File: src/sv/vpts_pkg.sv
package vpts_pkg;

	// Clip values are exact sums of four 32x32 products.
	localparam int CW = 67;
	// Offset sums (x+w, w-y) are nonnegative and below 2^66.
	localparam int SW = 67;
	// Divisor (positive w).
	localparam int DW = 66;
	// Viewport size width.
	localparam int VW = 13;
	// Dividend: offset sum times size times 128.
	localparam int NW = 88;
	// Quotient width: result is at most size * 256.
	localparam int QW = 21;
	// Split point of the offset sum for the scaling multiply.
	localparam int SPLIT = 34;
	localparam int FIFO_DEPTH = 4;
	localparam int FIFO_AW = 2;

	localparam logic [2:0] REG_MAT_X_A = 3'd0;
	localparam logic [2:0] REG_MAT_X_B = 3'd1;
	localparam logic [2:0] REG_MAT_Y_A = 3'd2;
	localparam logic [2:0] REG_MAT_Y_B = 3'd3;
	localparam logic [2:0] REG_MAT_W_A = 3'd4;
	localparam logic [2:0] REG_MAT_W_B = 3'd5;
	localparam logic [2:0] REG_WIDTH   = 3'd6;
	localparam logic [2:0] REG_HEIGHT  = 3'd7;

	typedef struct packed {
		logic [63:0] mat_x_a;
		logic [63:0] mat_x_b;
		logic [63:0] mat_y_a;
		logic [63:0] mat_y_b;
		logic [63:0] mat_w_a;
		logic [63:0] mat_w_b;
		logic [VW-1:0] width;
		logic [VW-1:0] height;
	} cfg_t;

	// One classified point travelling from the front to the back.
	typedef struct packed {
		logic on_screen;
		logic [SW-1:0] sum_x;
		logic [SW-1:0] sum_y;
		logic [DW-1:0] w;
	} item_t;

endpackage

File: src/sv/vpts_fifo.sv
module vpts_fifo import vpts_pkg::*; (
	input  logic clk,
	input  logic arst_n,
	input  logic push,
	input  item_t push_item,
	input  logic pop,
	output logic full,
	output logic empty,
	output item_t pop_item
);

	item_t mem_q [FIFO_DEPTH];
	logic [FIFO_AW-1:0] wr_q, rd_q;
	logic [FIFO_AW:0] count_q;

	assign full = (count_q == (FIFO_AW+1)'(FIFO_DEPTH));
	assign empty = (count_q == '0);
	assign pop_item = mem_q[rd_q];

	// Storage is written only at the write pointer.
	always_ff @(posedge clk) begin
		if (push) begin
			mem_q[wr_q] <= push_item;
		end
	end

	// Pointers and fill count.
	always_ff @(posedge clk or negedge arst_n) begin
		if (!arst_n) begin
			wr_q <= '0;
			rd_q <= '0;
			count_q <= '0;
		end else begin
			if (push) begin
				wr_q <= wr_q + 1'b1;
			end
			if (pop) begin
				rd_q <= rd_q + 1'b1;
			end
			if (push && !pop) begin
				count_q <= count_q + 1'b1;
			end else if (pop && !push) begin
				count_q <= count_q - 1'b1;
			end
		end
	end

endmodule

File: config.mk
export PLATFORM = sky130hd
export DESIGN_NAME = vpts_fifo
export DESIGN_NICKNAME = d
export VERILOG_FILES = /design/src/sv/vpts_pkg.sv /design/src/sv/vpts_fifo.sv
export SDC_FILE = /design/constraint.sdc
export NUM_CORES = 1
export LEC_CHECK = 0
export BUFFER_PORTS_ARGS = -buffer_cell sky130_fd_sc_hd__clkbuf_2
export CAP_MARGIN = 20
export CORE_AREA = 5 5 226 392
export DETAILED_ROUTE_END_ITERATION = 16
export DIE_AREA = 0 0 231 397
export HOLD_SLACK_MARGIN = 0.03
export PLACE_DENSITY_LB_ADDON = 0.12
export SYNTH_ARGS = -nofsm -noshare
export SYNTH_HDL_FRONTEND = slang
export SYNTH_SLANG_ARGS = --single-unit
File: constraint.sdc
create_clock -name clk -period 5.85 [get_ports clk]
set_clock_uncertainty 0.05 [all_clocks]
set_input_delay 1.17 -clock clk [delete_from_list [all_inputs] [get_ports clk]]
set_output_delay 1.17 -clock clk [all_outputs]
set_load 0.02 [all_outputs]
==> metrics.log <==
[metrics] number of warnings issued by yosys: 0
[metrics] P_sw: 6.08 mW
[metrics] I/O Pins: 408
[metrics] cell at the root of the clock tree: clkbuf_16
[metrics] H-tree level count: 3
[metrics] class of the tightest hold or removal check: in -> async
[metrics] fraction of synthesized cell area taken by the top area cell type: 0.821
[metrics] Leak: 11.9 nW
[metrics] slew margin rel.: 0.328
[metrics] type of the worst setup path: reg -> out
[metrics] fraction of final layout cells sized beyond drive strength 1: 0.466
[metrics] Vias per Instance: 4.87
[metrics] count of placed standard cells including taps: 2,549
[metrics] met2 wirelength from detailed routing: 32,500 um
[metrics] DRC violation total after the first TritonRoute iteration: 620
[metrics] biggest area consumer among synthesized cells: edfxtp_1
[metrics] pin count of the biggest net entering global routing: 86
[metrics] Overflow after GRT: 0
[metrics] Initial Util: 0.345
[metrics] Syn Area/Cell: 27.1 sq um
[metrics] number of nets with antenna violations after detailed routing: 0
[metrics] Pre-Repair DR Iteration Count: 4
[metrics] total via count after detailed routing: 13,100
[metrics] required time of the critical path: 4.63 ns
[metrics] number of global-route vias before repair: 14,600
[metrics] Power Dens Cells: 531 mW/mm^2
[metrics] Cell Area, Synth: 0.0294 sq mm
[metrics] Clock Tree Buf Depth: 3
[metrics] CTS clock-pin slew for the worst setup and hold paths: 0.06 ns
[metrics] final hold violation count: 0
[metrics] final max-slew violation count: 0
[metrics] number of setup violations in the final report: 0
[metrics] peak clock frequency supported by timing: 237 MHz
[metrics] area overhead of the layout relative to synthesis: 19.9%
[metrics] flip-flop and latch area: 0.0243 sq mm
[metrics] Clock Latency Late Sink: 0.63 ns
[metrics] Synth Net Count: 1,295
[metrics] number of resized instances in the post-cts repair step: 0
[metrics] final critical-path required period: 4.22 ns
[metrics] layout filler cell count: 7,532
[metrics] estimated wirelength of the detail-placed design: 40,400 um
[metrics] number of library cell types mapped by synthesis: 21
[metrics] Switching Share: 0.325
[metrics] sequential group share of total power: 0.426
[metrics] most common library cell in the layout ignoring fill and taps: edfxtp_1
[metrics] worst slew pin tran: 1.01 ns
[metrics] TritonCTS clock tree: done
[metrics] hold buffer count at cts: 0
[metrics] CTS Buf Count: 77
[metrics] total met3 wirelength after detailed routing: 5360 um
[metrics] clock share of power: 0.261
[metrics] PortBufs: 407
[metrics] Setup crit start kind: register
[metrics] origin of the critical flop-to-flop path: wr_q[0]
[metrics] Internal: 12.6 mW
[metrics] DRC violations left: 0
[metrics] gate count after technology mapping: 1,084
[metrics] Chip Height: 397 um
[metrics] flops & latches, synth: 811
[metrics] first-pass GRT wire length: 98,500 um
[metrics] cells along the critical path: buf_12 > mux4_2 > clkbuf_2
[metrics] initial antenna violation count: 12
[metrics] Register-to-Register Setup Slack: 3.34 ns
[metrics] smallest hold slack: 0.320 ns
[metrics] synth top area cells: edfxtp_1 82%, mux4_2 15%, buf_6 0.73%, dfrtp_1 0.60%, buf_2 0.34%
[metrics] Sink Count: 811
[metrics] final WL: 66,300 um
[metrics] launch point of the worst path: rd_q[0]
[metrics] post-CTS setup repair buffer count: 0
[metrics] Max-Cap Viols: 0
[metrics] r2r worst-path depth: 4
[metrics] Placeable Area: 0.0853 sq mm
[metrics] GR Util All Layers: 0.145
[metrics] Crit path arrival time: 3.00 ns
[metrics] crit path max fanout: 43
[metrics] Worst Setup End Kind: output pin
[metrics] area of the multi-input gates: 0.00474 sq mm
[metrics] number of standard-cell rows in the floorplan: 142
[metrics] cell with the largest stage delay on the worst path: dfrtp_4
[metrics] VDD IR max: 494 uV
[metrics] horizontal extent of the die: 231 um
[metrics] result of the run: completed
[metrics] final estimated routing congestion in global placement: 0.714
[metrics] Largest stage delay, worst path: 1.06 ns
[metrics] highest metal layer with signal wires: met5
[metrics] setup repair after global routing missed its margin: false
[metrics] met1 routed wirelength after detailed routing: 26,500 um
[metrics] DR WL/cell: 24.7 um
[metrics] area of the die: 0.0917 sq mm
[metrics] aggregate negative setup slack: 0 ns
[metrics] Total Nets Final: 1,759
[metrics] Tcrit/Tclk final: 0.722
[metrics] most frequent cells in the layout: 804 x edfxtp_1, 407 x clkbuf_2, 201 x mux4_2
[metrics] post-route insts no fill: 2,687
[metrics] Gate power share: 0.312
[metrics] fraction of the yosys area taken by sequential cells: 0.827
worst paths after layout:
path / to
worst max register to register: mem_q[0][118]
worst min register to register: count_q[2]
min in group clk: count_q[2]
worst min-delay path: count_q[2]
max in group asynchronous: rd_q[1]
worst max-delay path: pop_item[190]
stage by stage:
stage	worst slack, ns	area [sq um]	power [mW]	util
2_1_floorplan	1.71	29400	12.0	-
6_report	1.63	35300	18.7	0.414
4_1_cts	1.43	35300	19.2	0.413
3_3_place_gp	2.18	32800	14.2	0.385
3_5_place_dp	2.16	32800	14.2	0.385
5_1_grt	1.37	35300	19.7	0.414
routing by layer:
layer,global-route usage,vias to the layer above
met1,0.179,6929
li1,-,5649
met3,0.0497,96
met2,0.236,397
met5,0,-
met4,0.0533,10
cells in the mapped netlist:
| cell type | number |
|---|---|
| buf_2 | 20 |
| and2_1 | 4 |
| buf_1 | 1 |
| mux4_2 | 201 |
| nor3_1 | 1 |
| xor2_1 | 4 |
| fa_1 | 1 |
| dfrtp_1 | 7 |
| nor3b_1 | 1 |
| inv_1 | 4 |
| buf_6 | 19 |
| edfxtp_1 | 804 |
| nand2_1 | 2 |
| nor2_1 | 1 |
| o21ai_0 | 1 |
| clkbuf_1 | 3 |
| xnor2_1 | 2 |
| mux2_2 | 1 |
| ha_1 | 5 |
| buf_4 | 1 |
| buf_8 | 1 |
state kept, by name, summed over array words and instances, names as in the netlist:
signal   flops
count_q      3
mem_q      804
rd_q         2
wr_q         2
cell type report:
class,count,share of cell area
Inverter,4,0.000426
Clock inverter,38,0.0109
Clock buffer,95,0.0586
Tap cell,1080,0.0383
Multi-Input combinational cell,224,0.134
Timing Repair Buffer,430,0.0676
Antenna cell,5,0.000355
Sequential cell,811,0.690
critical path: cells and delay by family, from the launching register on:
family / cells / cell delay [ns]
buffers and inverters: 2 / 0.56
DFF: 1 / 1.06
muxes: 1 / 0.62
power groups by stage:
| stage | combinational [mW] | clock [mW] | sequential, mW |
|---|---|---|---|
| after global placement | 6.07 | 0 | 8.08 |
| after floorplan | 4.08 | 0 | 7.95 |
| after detailed placement | 6.06 | 0 | 8.15 |
| after global routing | 6.28 | 5.35 | 8.09 |
| final | 5.85 | 4.89 | 7.98 |
| after CTS | 6.08 | 5.09 | 8.02 |
logic make-up (layout without fill, tap and decap cells):
family                     Yosys count  after routing  share of synthesized area
muxes                              202            202                      0.154
buffers and inverters               49            567                     0.0125
DFF                                811            811                      0.827
adders and majority gates            6              6                    0.00281
and+or+nand+nor                      9              9                    0.00166
other                                0              5                          0
xor gates and xnor gates             6              6                    0.00179
AOI/OAI and AO/OA                    1              1                   0.000170
No activity file was read; power rests on OpenSTA's default activity.
